File: src/rtl/core/nmnd_pkg.sv
// ----------------------------------------------------------------------------
// Nearest marked node distance: shared package
// Sizes, command codes, word types and sequencer states.
// ----------------------------------------------------------------------------
package nmnd_pkg;

    localparam int MAX_NODES      = 64;
    localparam int NODE_BITS      = $clog2(MAX_NODES);
    localparam int CFG_BITS       = 7;
    localparam int WEIGHT_BITS    = 16;
    localparam int IN_WEIGHT_BITS = 16;
    localparam int DIST_BITS      = 32;
    localparam int OUT_DIST_BITS  = 31;
    localparam int EDGE_ADDR_BITS = 2 * NODE_BITS;
    localparam int EDGE_DEPTH     = MAX_NODES * MAX_NODES;
    localparam int EDGE_BITS      = WEIGHT_BITS + 1;
    localparam int QUEUE_DEPTH    = 4;
    localparam int QUEUE_PTR_BITS = $clog2(QUEUE_DEPTH);

    localparam logic [CFG_BITS-1:0]      NODE_COUNT_RESET = CFG_BITS'(64);
    localparam logic [CFG_BITS-1:0]      NODE_LIMIT       = CFG_BITS'(MAX_NODES);
    localparam logic [OUT_DIST_BITS-1:0] DIST_NONE        = 31'h7FFF_FFFF;

    typedef enum logic [1:0] {
        CMD_ADD_EDGE = 2'd0,
        CMD_MARK     = 2'd1,
        CMD_QUERY    = 2'd2,
        CMD_CLEAR    = 2'd3
    } t_cmd;

    typedef struct packed {
        logic [1:0]                command;
        logic [5:0]                node_a;
        logic [5:0]                node_b;
        logic [IN_WEIGHT_BITS-1:0] weight;
    } t_in_word;

    typedef struct packed {
        logic [OUT_DIST_BITS-1:0] distance;
        logic                     reachable;
    } t_out_word;

    typedef struct packed {
        t_cmd                   op;
        logic                   in_range;
        logic [NODE_BITS-1:0]   node_a;
        logic [NODE_BITS-1:0]   node_b;
        logic [WEIGHT_BITS-1:0] weight;
    } t_job;

    typedef struct packed {
        logic                clearing;
        logic [CFG_BITS-1:0] node_limit;
    } t_back_status;

    typedef enum logic [3:0] {
        BK_INIT,
        BK_IDLE,
        BK_EDGE_RD,
        BK_EDGE_WAIT,
        BK_EDGE_WR2,
        BK_CLEAR,
        BK_SCAN,
        BK_RELAX,
        BK_RESULT
    } t_back_state;

endpackage

File: src/rtl/core/nmnd_front.sv
// ----------------------------------------------------------------------------
// Front end
// Accept input words, decode and range-check them, queue them for the back end.
// ----------------------------------------------------------------------------
module nmnd_front (
    input  logic                  i_clk,
    input  logic                  i_rst_n,
    input  logic                  i_in_valid,
    output logic                  o_in_ready,
    input  nmnd_pkg::t_in_word    i_in_word,
    input  nmnd_pkg::t_back_status i_status,
    output logic                  o_job_valid,
    input  logic                  i_job_ready,
    output nmnd_pkg::t_job        o_job
);
    import nmnd_pkg::*;

    t_job                    r_queue [QUEUE_DEPTH];
    logic [QUEUE_PTR_BITS:0] r_wr_ptr, n_wr_ptr;
    logic [QUEUE_PTR_BITS:0] r_rd_ptr, n_rd_ptr;
    logic                    full, empty, push, pop;
    t_job                    job_in;
    logic                    a_ok, b_ok;

    assign full  = (r_wr_ptr[QUEUE_PTR_BITS] != r_rd_ptr[QUEUE_PTR_BITS]) &&
                   (r_wr_ptr[QUEUE_PTR_BITS-1:0] == r_rd_ptr[QUEUE_PTR_BITS-1:0]);
    assign empty = (r_wr_ptr == r_rd_ptr);

    assign o_in_ready  = !full && !i_status.clearing;
    assign push        = i_in_valid && o_in_ready;
    assign o_job_valid = !empty;
    assign pop         = o_job_valid && i_job_ready;
    assign o_job       = r_queue[r_rd_ptr[QUEUE_PTR_BITS-1:0]];

    always_comb begin
        a_ok            = {1'b0, i_in_word.node_a} < i_status.node_limit;
        b_ok            = {1'b0, i_in_word.node_b} < i_status.node_limit;
        job_in.op       = t_cmd'(i_in_word.command);
        job_in.node_a   = i_in_word.node_a;
        job_in.node_b   = i_in_word.node_b;
        job_in.weight   = i_in_word.weight[WEIGHT_BITS-1:0];
        job_in.in_range = a_ok && (b_ok || (job_in.op != CMD_ADD_EDGE));
        n_wr_ptr        = push ? r_wr_ptr + 1'b1 : r_wr_ptr;
        n_rd_ptr        = pop  ? r_rd_ptr + 1'b1 : r_rd_ptr;
    end

    always_ff @(posedge i_clk) begin
        if (!i_rst_n) begin
            r_wr_ptr <= '0;
            r_rd_ptr <= '0;
        end else begin
            r_wr_ptr <= n_wr_ptr;
            r_rd_ptr <= n_rd_ptr;
        end
    end

    always_ff @(posedge i_clk) begin
        if (push) begin
            r_queue[r_wr_ptr[QUEUE_PTR_BITS-1:0]] <= job_in;
        end
    end

endmodule

File: config.mk
export PLATFORM = sky130hd
export DESIGN_NAME = nmnd_front
export DESIGN_NICKNAME = d
export VERILOG_FILES = /design/src/rtl/core/nmnd_pkg.sv /design/src/rtl/core/nmnd_front.sv
export SDC_FILE = /design/constraint.sdc
export NUM_CORES = 1
export LEC_CHECK = 0
export ABC_AREA = 1
export BUFFER_PORTS_ARGS = -buffer_cell sky130_fd_sc_hd__buf_2
export CAP_MARGIN = 20
export CORE_MARGIN = 5
export CORE_UTILIZATION = 40
export DETAILED_ROUTE_END_ITERATION = 7
export GPL_TIMING_DRIVEN = 0
export PLACE_DENSITY = 0.64
export SLEW_MARGIN = 10
export SYNTH_ARGS = -nofsm -noshare
export SYNTH_HDL_FRONTEND = slang
export SYNTH_SLANG_ARGS = --single-unit
File: constraint.sdc
create_clock -name i_clk -period 3 [get_ports i_clk]
set_input_delay 0.3 -clock i_clk [delete_from_list [all_inputs] [get_ports i_clk]]
set_output_delay 0.3 -clock i_clk [all_outputs]
set_load 0.02 [all_outputs]
# After elaboration in Yosys (flattened, before gate mapping)
# Memories as Yosys holds them, arrays and structs flattened. A register that Yosys moved wholly into a read port is not among the register bits.
# Index checks and enable logic that the tools add are counted.
# totals
reg_bits	6
ramBits	124
inputBits	42
out_inout_bits	33
elab_cells	24
memories	1
# op_classes
n_addsub	2
magnitude_cmp	2
n_eq_ne	3
mux	4
reduce_logical	10
# memory_table
name	words	width	rd	rd_ports_with_merged_regs	wr	line_no	rtl
r_queue	4	31	1	1	1	nmnd_front.sv:18	t_job r_queue [QUEUE_DEPTH];
# op_table
op	count
< comparator 6 x 7 -> 1 bit	2
adder 3 x 1 -> 3 bit, second input constant	2
logical AND 1 bit	5
two-way mux 2 bit	2
equality test 3 bit	1
zero test 1 bit	3
equality test 2 bit	1
two-way mux 1 bit	2
nonzero test 2 bit	1
logical OR 1 bit	1
inequality test 1 bit	1

# Longest topological paths before layout
# Gate-level depths: netlist (run 1).
# depth
depth_word	7
ltp_mapped	8
mapped_depth_nobuf	8

# Least setup slack after synthesis (run 1)
# OpenSTA, ideal clock, no wires.
# synth_path
path_type	flip-flop to flip-flop
from	register r_wr_ptr[0]
to	memory r_queue[0][0] in the netlist's numbering, enable pin
setup_time_ps	419
t_arrival_ps	2135
required_time_ps	2581
setup_slack_ps	446
path_stages_with_launch	7
path_buffers	0
period_less_slack_ps	2554
path_cell_list	dfxtp_1 > inv_1 > nand2_1 > nand2_1 > nand3_2 > nand3_4 > nor2_1
# synth_between
elab_chain_cells	7
# synth_rtl
element	line_no	rtl
start: declaration	nmnd_front.sv:19	logic [QUEUE_PTR_BITS:0] r_wr_ptr, n_wr_ptr;
start signal: assignment	nmnd_front.sv:52	r_wr_ptr <= n_wr_ptr;
equality test 2 bit	nmnd_front.sv:26	(r_wr_ptr[QUEUE_PTR_BITS-1:0] == r_rd_ptr[QUEUE_PTR_BITS-1:0]);
logical AND 1 bit	nmnd_front.sv:25	assign full = (r_wr_ptr[QUEUE_PTR_BITS] != r_rd_ptr[QUEUE_PTR_BITS]) &&
zero test 1 bit	nmnd_front.sv:29	assign o_in_ready = !full && !i_status.clearing;
logical AND 1 bit	nmnd_front.sv:29	
logical AND 1 bit	nmnd_front.sv:30	assign push = i_in_valid && o_in_ready;
two-way mux 1 bit	nmnd_front.sv:58	if (push) begin
two-way mux 1 bit (implied by the code)	nmnd_front.sv:59	r_queue[r_wr_ptr[QUEUE_PTR_BITS-1:0]] <= job_in;
end: declaration	nmnd_front.sv:18	
# Several ways; a longest one is shown, not always the timed one.

==> results of run 1 <==
[per-stage QoR]
step / setup slack (ns) / instances
after floorplan: 0.4457 / 413
after global placement: -0.8101 / 663
after detailed placement: 0.9320 / 667
after CTS: 0.6770 / 699
after global routing: 0.6012 / 699
final: 0.7541 / 699
[worst max-delay path: cells and delay by family (launching register included)]
family	cells	cell delay, ns
buffers and inverters	3	0.77
AO/OA/AOI/OAI	2	0.46
flip-flops	1	0.31
[cells by family (layout without fill, tap and decap cells)]
logic type	after synthesis	count (layout)	share of synthesized area, %
xor gates and xnor gates	2	2	0.3302
DFF	132	132	73.21
adders and majority gates	15	15	3.538
and+or+nand+nor	117	117	9.057
AOI/OAI and AO/OA	103	103	10.54
buffers and inverters	44	154	3.325
[state kept, by name (all words and copies together), names as in the netlist, named ones only]
signal / count
r_wr_ptr: 3
r_queue: 124
r_rd_ptr: 3
[worst paths after layout]
kind / start / end / slack, ns
max: flop / o_job[20] / 0.75
max reg2reg: r_wr_ptr[0] / r_queue[3][19] / 0.95
min reg2reg: r_rd_ptr[2] / r_rd_ptr[2] / 0.53
min: i_in_word[12] / r_queue[3][12] / 0.11
[metal layers]
layer	track usage [%]	wire (µm)	up-vias
met5	0	0	-
met4	5.931	187	0
met3	4.307	510	19
met2	24.74	5743	85
met1	18.66	5069	1658
li1	-	-	1690
[cells in the final DEF, fill, tap and decap left out, types with 2 or more instances in the layout]
cell type	n
edfxtp_1	124
buf_2	79
nor2_1	75
o21ai_0	60
o22ai_1	31
nand2_1	27
inv_1	22
clkbuf_16	17
ha_1	15
clkbuf_1	12
dfxtp_1	8
a21oi_1	6
bufinv_16	5
o21ai_1	4
nor2_4	4
nand3_1	4
buf_16	4
inv_2	3
clkinvlp_4	3
clkinv_1	3
nand3_2	2
and3_1	2
xor2_1	2
clkinv_2	2
[layout make-up]
cell class	instances	area [µm²]	area share, %
tap	176	220.2	3.300
timing repair buffer	78	480.5	7.200
sequential	132	3884	58.20
multi-input combinational	237	1275	19.11
clock buffer	17	425.4	6.375
inverter	25	93.84	1.406
buffer	19	82.58	1.238
clock inverter	15	211.5	3.169
[where the power goes]
group / internal (mW) / switching (mW)
registers: 2.08 / 0.0213
logic: 0.242 / 0.535
clock network: 1.46 / 0.733
==> results.yml, run 1 <==
placed_design:
  routabilityCongestion: 0.7562
  portBuffers: 74
  dp_hpwl_um: 7505
  dpl_cell_area_um2: 6036
die:
  rows: 42
  die_h_um: 125.2
  initial_core_util_pct: 40.38
  die_area_um2: 15670
  die_w_um: 125.2
  ios: 75
  core_um2: 13140
critical_path:
  max_stage_delay_ns: 0.40
  path_max_fanout: 10
  crit_chain: "buf_4, clkbuf_1, o21ai_0, o22ai_1, buf_2"
  crit_required_ns: 2.70
  cp-start-kind: "flop"
  end_kind: "primary output"
  worstSetupPathType: "flop to primary output"
  arrival_ns: 1.95
  slowest_stage: "clkbuf_1"
  worst_r2r_path_depth: 7
synthesis:
  syn_area_um2: 5305
  synthFlopType: "edfxtp_1"
  synth-edff-count: 124
  netlist.top_cell.by_area: "edfxtp_1"
  yosys_warnings: 0
  synthDistinctLibCells: 24
  ys_seq_elements: 132
  synth.most_common_cell: "edfxtp_1"
  syn_inst: 413
  synthesis.nets: 470
  yosys-top-cells-area: "edfxtp_1 (70%), o21ai_0 (5.7%), nor2_1 (5.6%), o22ai_1 (3.7%), ha_1 (3.5%)"
  yosysSeqAreaShare_pct: 73.21
  async_reset_ff_share_pct: 0
  yosysTopAreaCellShare_pct: 70.19
  avgSynthCellArea_um2: 12.85
  synthTopCellsByCount: "edfxtp_1 (124), nor2_1 (79), o21ai_0 (60)"
cts:
  hold_buffers: 0
  clock_latency_ns: 0.40
  root_buffer: "clkbuf_16"
  clockBufferDepth: 2
  cts_inserted_buffers: 17
  h-tree-depth: 4
  cts_tree: "built"
  cts_setup_buffers: 0
  clkTransAtPathRegs_ns: 0.06
  cts_resized: 0
  numClockSinks: 132
global_routing:
  antenna_found_initial: 0
  grt_pass1_vias: 3459
  grt_first_pass_wirelength_um: 18010
  track_usage_pct: 14.97
  grt_max_degree: 19
  overflow: 0
timing:
  timing.setup.tns_ns: 0
  tightest_slew_ns: 0.6310
  skew_ns: 0.006296
  period_minus_slack_ns: 2.246
  max_freq_mhz: 445.3
  hold_violations: 0
  setup_violations: 0
  maxSlewViolCount: 0
  rsz0062_at_grt: "no"
  holdWs_ns: 0.1095
  post-route-period-util_pct: 74.86
  max-slew-margin-rel_pct: 57.83
drt:
  num_vias: 3452
  route.detailed.drc: 0
  first_pass_iters: 4
  routedWlPerCell_um: 16.47
  initialDrtViolationCount: 206
  routed_wl_um: 11510
  viasPerCell: 4.938
  final_antenna_net_count: 0
pwr:
  powerDensity_nw_per_um2: 760.0
  ir_drop_mv: 0.3227
  p_leak_nw: 2.515
  total_power_mw: 5.071
hold_path:
  holdPathStages: 1
  min_path_type: "input port to flop"
cells_and_area:
  final_nets: 567
  final_area_um2: 6673
  area_growth_pct: 25.78
  layout-drive-gt1-share_pct: 23.90
  post-route-util_pct: 50.79
  antennaDiodeCount: 0
  final.fill_count: 1160
run_status:
  status: "finished, final reports clean"
job:
  drv_cap: 0
Power figures use the tool's default switching activity.
==> run 2, diff against run 1 <==
Settings changed: PLACE_DENSITY 0.64 to 0.66.
Clock period 3 ns to 1.9 ns, I/O delays scaled along.
==> run 2 against run 1 <==
Net effect: register-to-register slack got worse by 0.80 ns; worst hold slack got worse by 0.093 ns; largest power group is now registers; critical endpoint is now o_job[28]; count of clock-buffer cells in the layout rose by 4; total power up 51%; clock power increased by 34%; cell area rose by 3.2%; critical path depth rose by 1; first-iteration DRC count rose by 98%; wire length increased by 6.4%; highest routed layer unchanged.
==> results.yml, run 2 (synthesis results as in run 1) <==
die:
  initial_core_util_pct: 40.38
  rows: 42
  die_h_um: 125.2
  die_area_um2: 15670
  ios: 75
  core_um2: 13140
  die_w_um: 125.2
pwr:
  internal-power_mw: 5.666
  p_leak_nw: 2.646
  switchingPower_mw: 1.984
  total_power_mw: 7.650
  ir_drop_mv: 0.6000
  comb_power_share_pct: 18.1
  powerDensity_nw_per_um2: 1110
  p_sw_share_pct: 25.94
  seqPwrFrac_pct: 43.4
  clkPwrFrac_pct: 38.6
critical_path:
  arrival_ns: 1.69
  cp-start-kind: "flop"
  worstPathBufferInverterCount: 4
  path_common_cell: "buf_4"
  reg2reg_to: "r_queue[1][15]"
  critical_path.top_delay_family: "buffers and inverters"
  path_max_fanout: 10
  crit_chain: "buf_4, inv_4, buf_8, o21ai_0, o22ai_2, buf_4"
  crit_required_ns: 1.71
  max_stage_delay_ns: 0.31
  r2r_slack_ns: 0.15
  reg2reg_from: "r_wr_ptr[0]"
  end_kind: "primary output"
  slowest_stage: "dfxtp_1"
  worst_r2r_path_depth: 7
  worstSetupPathType: "flop to primary output"
timing:
  setup_violations: 0
  maxSlewViolCount: 0
  hold_violations: 0
  skew_ns: 0.006828
  holdWs_ns: 0.01679
  timing.setup.tns_ns: 0
  period_minus_slack_ns: 1.875
  post-route-period-util_pct: 98.71
  tightest_slew_ns: 0.2728
  max_freq_mhz: 533.2
  rsz0062_at_grt: "yes"
  max-slew-margin-rel_pct: 81.62
hold_path:
  holdPathStages: 1
  worstHoldStart: "i_in_word[25]"
  whs_endpoint: "r_queue[1][25]"
  min_path_type: "input port to flop"
job:
  drv_cap: 0
drt:
  viasPerCell: 5.103
  first_pass_iters: 4
  num_vias: 3664
  routedWlPerCell_um: 17.06
  route.detailed.drc: 0
  final_antenna_net_count: 0
  initialDrtViolationCount: 408
  routed_wl_um: 12250
cts:
  clockBufferDepth: 2
  cts_inserted_buffers: 17
  root_buffer: "clkbuf_16"
  clkTransAtPathRegs_ns: 0.05
  h-tree-depth: 4
  clock_latency_ns: 0.41
  cts_tree: "built"
  numClockSinks: 132
cells_and_area:
  layout-drive-gt1-share_pct: 25.83
  area_growth_pct: 29.86
  largest_reg_flops: 124
  layout_commonest_cell: "edfxtp_1"
  final_area_um2: 6889
  layout_common_cells: "edfxtp_1 (124), nor2_1 (75), buf_2 (67), o21ai_0 (58)"
  post-route-util_pct: 52.44
  antennaDiodeCount: 0
  final_nets: 589
global_routing:
  grt_first_pass_wirelength_um: 19150
  overflow: 0
  grt_max_degree: 24
  antenna_found_initial: 0
  track_usage_pct: 15.87
  grt_pass1_vias: 3694
placed_design:
  dp_hpwl_um: 7677
  portBuffers: 74
  routabilityCongestion: 0.7221
  dpl_cell_area_um2: 6013
run_status:
  status: "finished, final reports clean"
-- run 2: changes by cell type in the layout (fill, tap and decap cells not counted), sizes merged --
cell,change
dlygate4sd3,+17
buf,+14
clkbuf,-5
bufinv,-3
clkinvlp,-3
inv,-1
-- run 2: routing by layer --
layer  GRT usage [%]  routed length (µm)  vias to the layer above
met1           20.22                5269                     1773
met5               0                   0                        -
met4           7.334                 219                        0
met3           4.264                 730                       17
li1                -                   -                     1733
met2           25.43                6027                      141
-- run 2: worst max-delay path by stage --
stage / startpoint / endpoint / slack (ns) / cells after the start
6_report: flop / o_job[28] / 0.02 / 6
5_1_grt: flop / o_job[28] / -0.03 / 6
4_1_cts: flop / o_job[27] / -0.06 / 6
3_5_place_dp: r_wr_ptr[0] / r_queue[1][11] / -0.11 / 7
3_3_place_gp: r_wr_ptr[0] / r_queue[0][11] / -0.94 / 6
2_1_floorplan: r_wr_ptr[0] / r_queue[0][0] / -0.16 / 6
-- run 2: final cells by class --
| type | instances | area, µm² |
|---|---|---|
| clock inverters | 8 | 87.58 |
| flip-flops and latches | 132 | 3884 |
| well taps | 176 | 220.2 |
| repair buffers | 100 | 705.7 |
| inverters | 25 | 96.34 |
| fillers | 1120 | 6248 |
| multi-input cells | 237 | 1300 |
| clock buffers | 21 | 440.4 |
| plain buffers | 19 | 155.1 |
-- run 2: power groups by stage --
| stage | Sequential, mW | Clock [mW] | Combinational [mW] |
|---|---|---|---|
| 3_5_place_dp | 3.37 | 0 | 1.24 |
| 3_3_place_gp | 3.37 | 0 | 1.19 |
| 5_1_grt | 3.32 | 3.14 | 1.50 |
| 6_report | 3.32 | 2.95 | 1.38 |
| 2_1_floorplan | 3.36 | 0 | 0.753 |
| 4_1_cts | 3.32 | 3.01 | 1.35 |
-- run 2: stage by stage --
step	cells	setup slack (ns)
floorplan	413	-0.1572
global placement	663	-0.9378
detailed placement	667	-0.1100
CTS	718	-0.05574
global route	718	-0.02712
finish	718	0.02451
-- run 2: timing repair --
item | 4_1_cts | 5_1_grt
gates cloned | 0 | 0
pin swaps | 5 | 4
setup endpoints to repair | 117 | 27
setup buffers | 5 | 0
resized for setup | 33 | 29
hold buffers | 17 | 0
endpoints found under the hold margin | 66 | 0
==> run 3, diff against run 2 <==
Settings changed: SETUP_SLACK_MARGIN from default to 0.2.
==> run 3 against run 2 <==
Net effect: cell area up 16%; register-to-register slack improved by 0.17 ns; first-iteration DRC count shrank 9.8%; highest routed layer unchanged; worst hold slack better by 0.0039 ns.
==> results.yml, run 3 (synthesis results as in run 1) <==
die:
  rows: 42
  ios: 75
  core_um2: 13140
  die_h_um: 125.2
  die_area_um2: 15670
  initial_core_util_pct: 40.38
  die_w_um: 125.2
global_routing:
  grt_max_degree: 17
  grt_pass1_vias: 4055
  grt_first_pass_wirelength_um: 21960
  antenna_found_initial: 0
  overflow: 0
  track_usage_pct: 18.34
drt:
  initialDrtViolationCount: 368
  num_vias: 3937
  first_pass_iters: 5
  route.detailed.drc: 0
  routedWlPerCell_um: 19.08
  viasPerCell: 5.194
  final_antenna_net_count: 0
  routed_wl_um: 14470
hold_path:
  min_path_type: "input port to flop"
  whs_endpoint: "r_queue[2][30]"
  worstHoldStart: "i_in_word[29]"
  holdPathStages: 1
cells_and_area:
  largest_reg_flops: 124
  final.fill_count: 976
  final_nets: 627
  layout_commonest_cell: "edfxtp_1"
  layout_common_cells: "edfxtp_1 (124), nor2_1 (61), buf_2 (43), buf_4 (35)"
  antennaDiodeCount: 0
  layout-drive-gt1-share_pct: 42.61
  fin_cells: 758
  post-route-util_pct: 60.77
  area_growth_pct: 50.50
cts:
  clockBufferDepth: 2
  clkTransAtPathRegs_ns: 0.06
  root_buffer: "clkbuf_16"
  numClockSinks: 132
  cts_inserted_buffers: 17
  h-tree-depth: 4
  clock_latency_ns: 0.41
  cts_tree: "built"
critical_path:
  cp-start-kind: "flop"
  reg2reg_from: "r_rd_ptr[1]"
  end_kind: "primary output"
  arrival_ns: 1.68
  path_max_fanout: 8
  reg2reg_to: "r_queue[1][5]"
  worst_r2r_path_depth: 8
  crit_required_ns: 1.71
  worstSetupPathType: "flop to primary output"
  r2r_slack_ns: 0.32
pwr:
  ir_drop_mv: 0.6414
  p_leak_nw: 3.097
  powerDensity_nw_per_um2: 1067
timing:
  tightest_slew_ns: 0.2286
  setup_violations: 0
  max-slew-margin-rel_pct: 84.75
  period_minus_slack_ns: 1.870
  max_freq_mhz: 534.8
  timing.setup.tns_ns: 0
  maxSlewViolCount: 0
  post-route-period-util_pct: 98.41
  hold_violations: 0
  rsz0062_at_grt: "yes"
  skew_ns: 0.008320
  fin_ws_ns: 0.03017
placed_design:
  routabilityCongestion: 0.7782
  portBuffers: 74
  place_ws_ns: -0.2747
  dpl.cell_count: 663
  dp_hpwl_um: 7396
job:
  drv_cap: 0
run_status:
  status: "finished, final reports clean"
==> run 3: power by group <==
part / switching, mW / total (mW) / internal [mW]
registers: 0.0458 / 3.33 / 3.28
logic: 1.13 / 2.16 / 1.03
clock network: 1.14 / 3.03 / 1.90
==> run 3: worst max path at each step <==
| stage | from | endpoint | slack (ns) |
|---|---|---|---|
| global placement | r_wr_ptr[0] | r_queue[3][29] | -0.27 |
| detailed placement | r_wr_ptr[0] | r_queue[3][29] | -0.27 |
| floorplan | r_wr_ptr[0] | r_queue[3][0] | 0.18 |
| finish | flop | o_job[15] | 0.03 |
| CTS | flop | o_job[19] | 0.03 |
| global route | flop | o_job[12] | -0.001 |
==> run 3: layout make-up <==
| class | count | area (µm²) | share of cell area [%] |
|---|---|---|---|
| buffer | 19 | 332.8 | 4.169 |
| clock buffer | 19 | 432.9 | 5.422 |
| clock inverter | 12 | 115.1 | 1.442 |
| inverter | 25 | 110.1 | 1.379 |
| multi-input combinational | 241 | 1608 | 20.14 |
| sequential | 132 | 3894 | 48.77 |
| tap | 176 | 220.2 | 2.758 |
| timing repair buffer | 133 | 1260 | 15.78 |
| timing repair inverter | 1 | 11.26 | 0.1410 |
==> run 3: critical path, stage by stage (launching register included) <==
cell     delay, ns
dfxtp_4       0.37
buf_12        0.16
buf_6         0.13
buf_8         0.12
o21ai_1       0.08
o22ai_1       0.22
buf_4         0.19
==> run 3: what timing repair did <==
action | CTS | global route
pin swaps | 43 | 16
hold endpoints to repair | 72 | 0
gates resized for setup | 191 | 65
buffers inserted | 26 | 5
setup endpoints to repair | 155 | 159
hold buffers | 18 | 0
gates cloned | 14 | 1
==> run 3: metal layers <==
layer | global-route usage [%] | up-vias | share of wire (%)
li1 | - | 1826 | -
met1 | 23.19 | 1942 | 42
met2 | 28.91 | 140 | 49
met3 | 6.269 | 29 | 7.0
met4 | 7.844 | 0 | 2.2
met5 | 0 | - | 0
==> run 3: through the flow <==
step	cell area, µm²	hold WS, ns	power (mW)
final	7984	0.02071	8.520
after floorplan	5344	0.2889	4.127
after CTS	7739	0.002391	8.361
after global placement	5934	0.4020	4.581
after global routing	7984	0.01151	8.818
after detailed placement	5934	0.4094	4.609
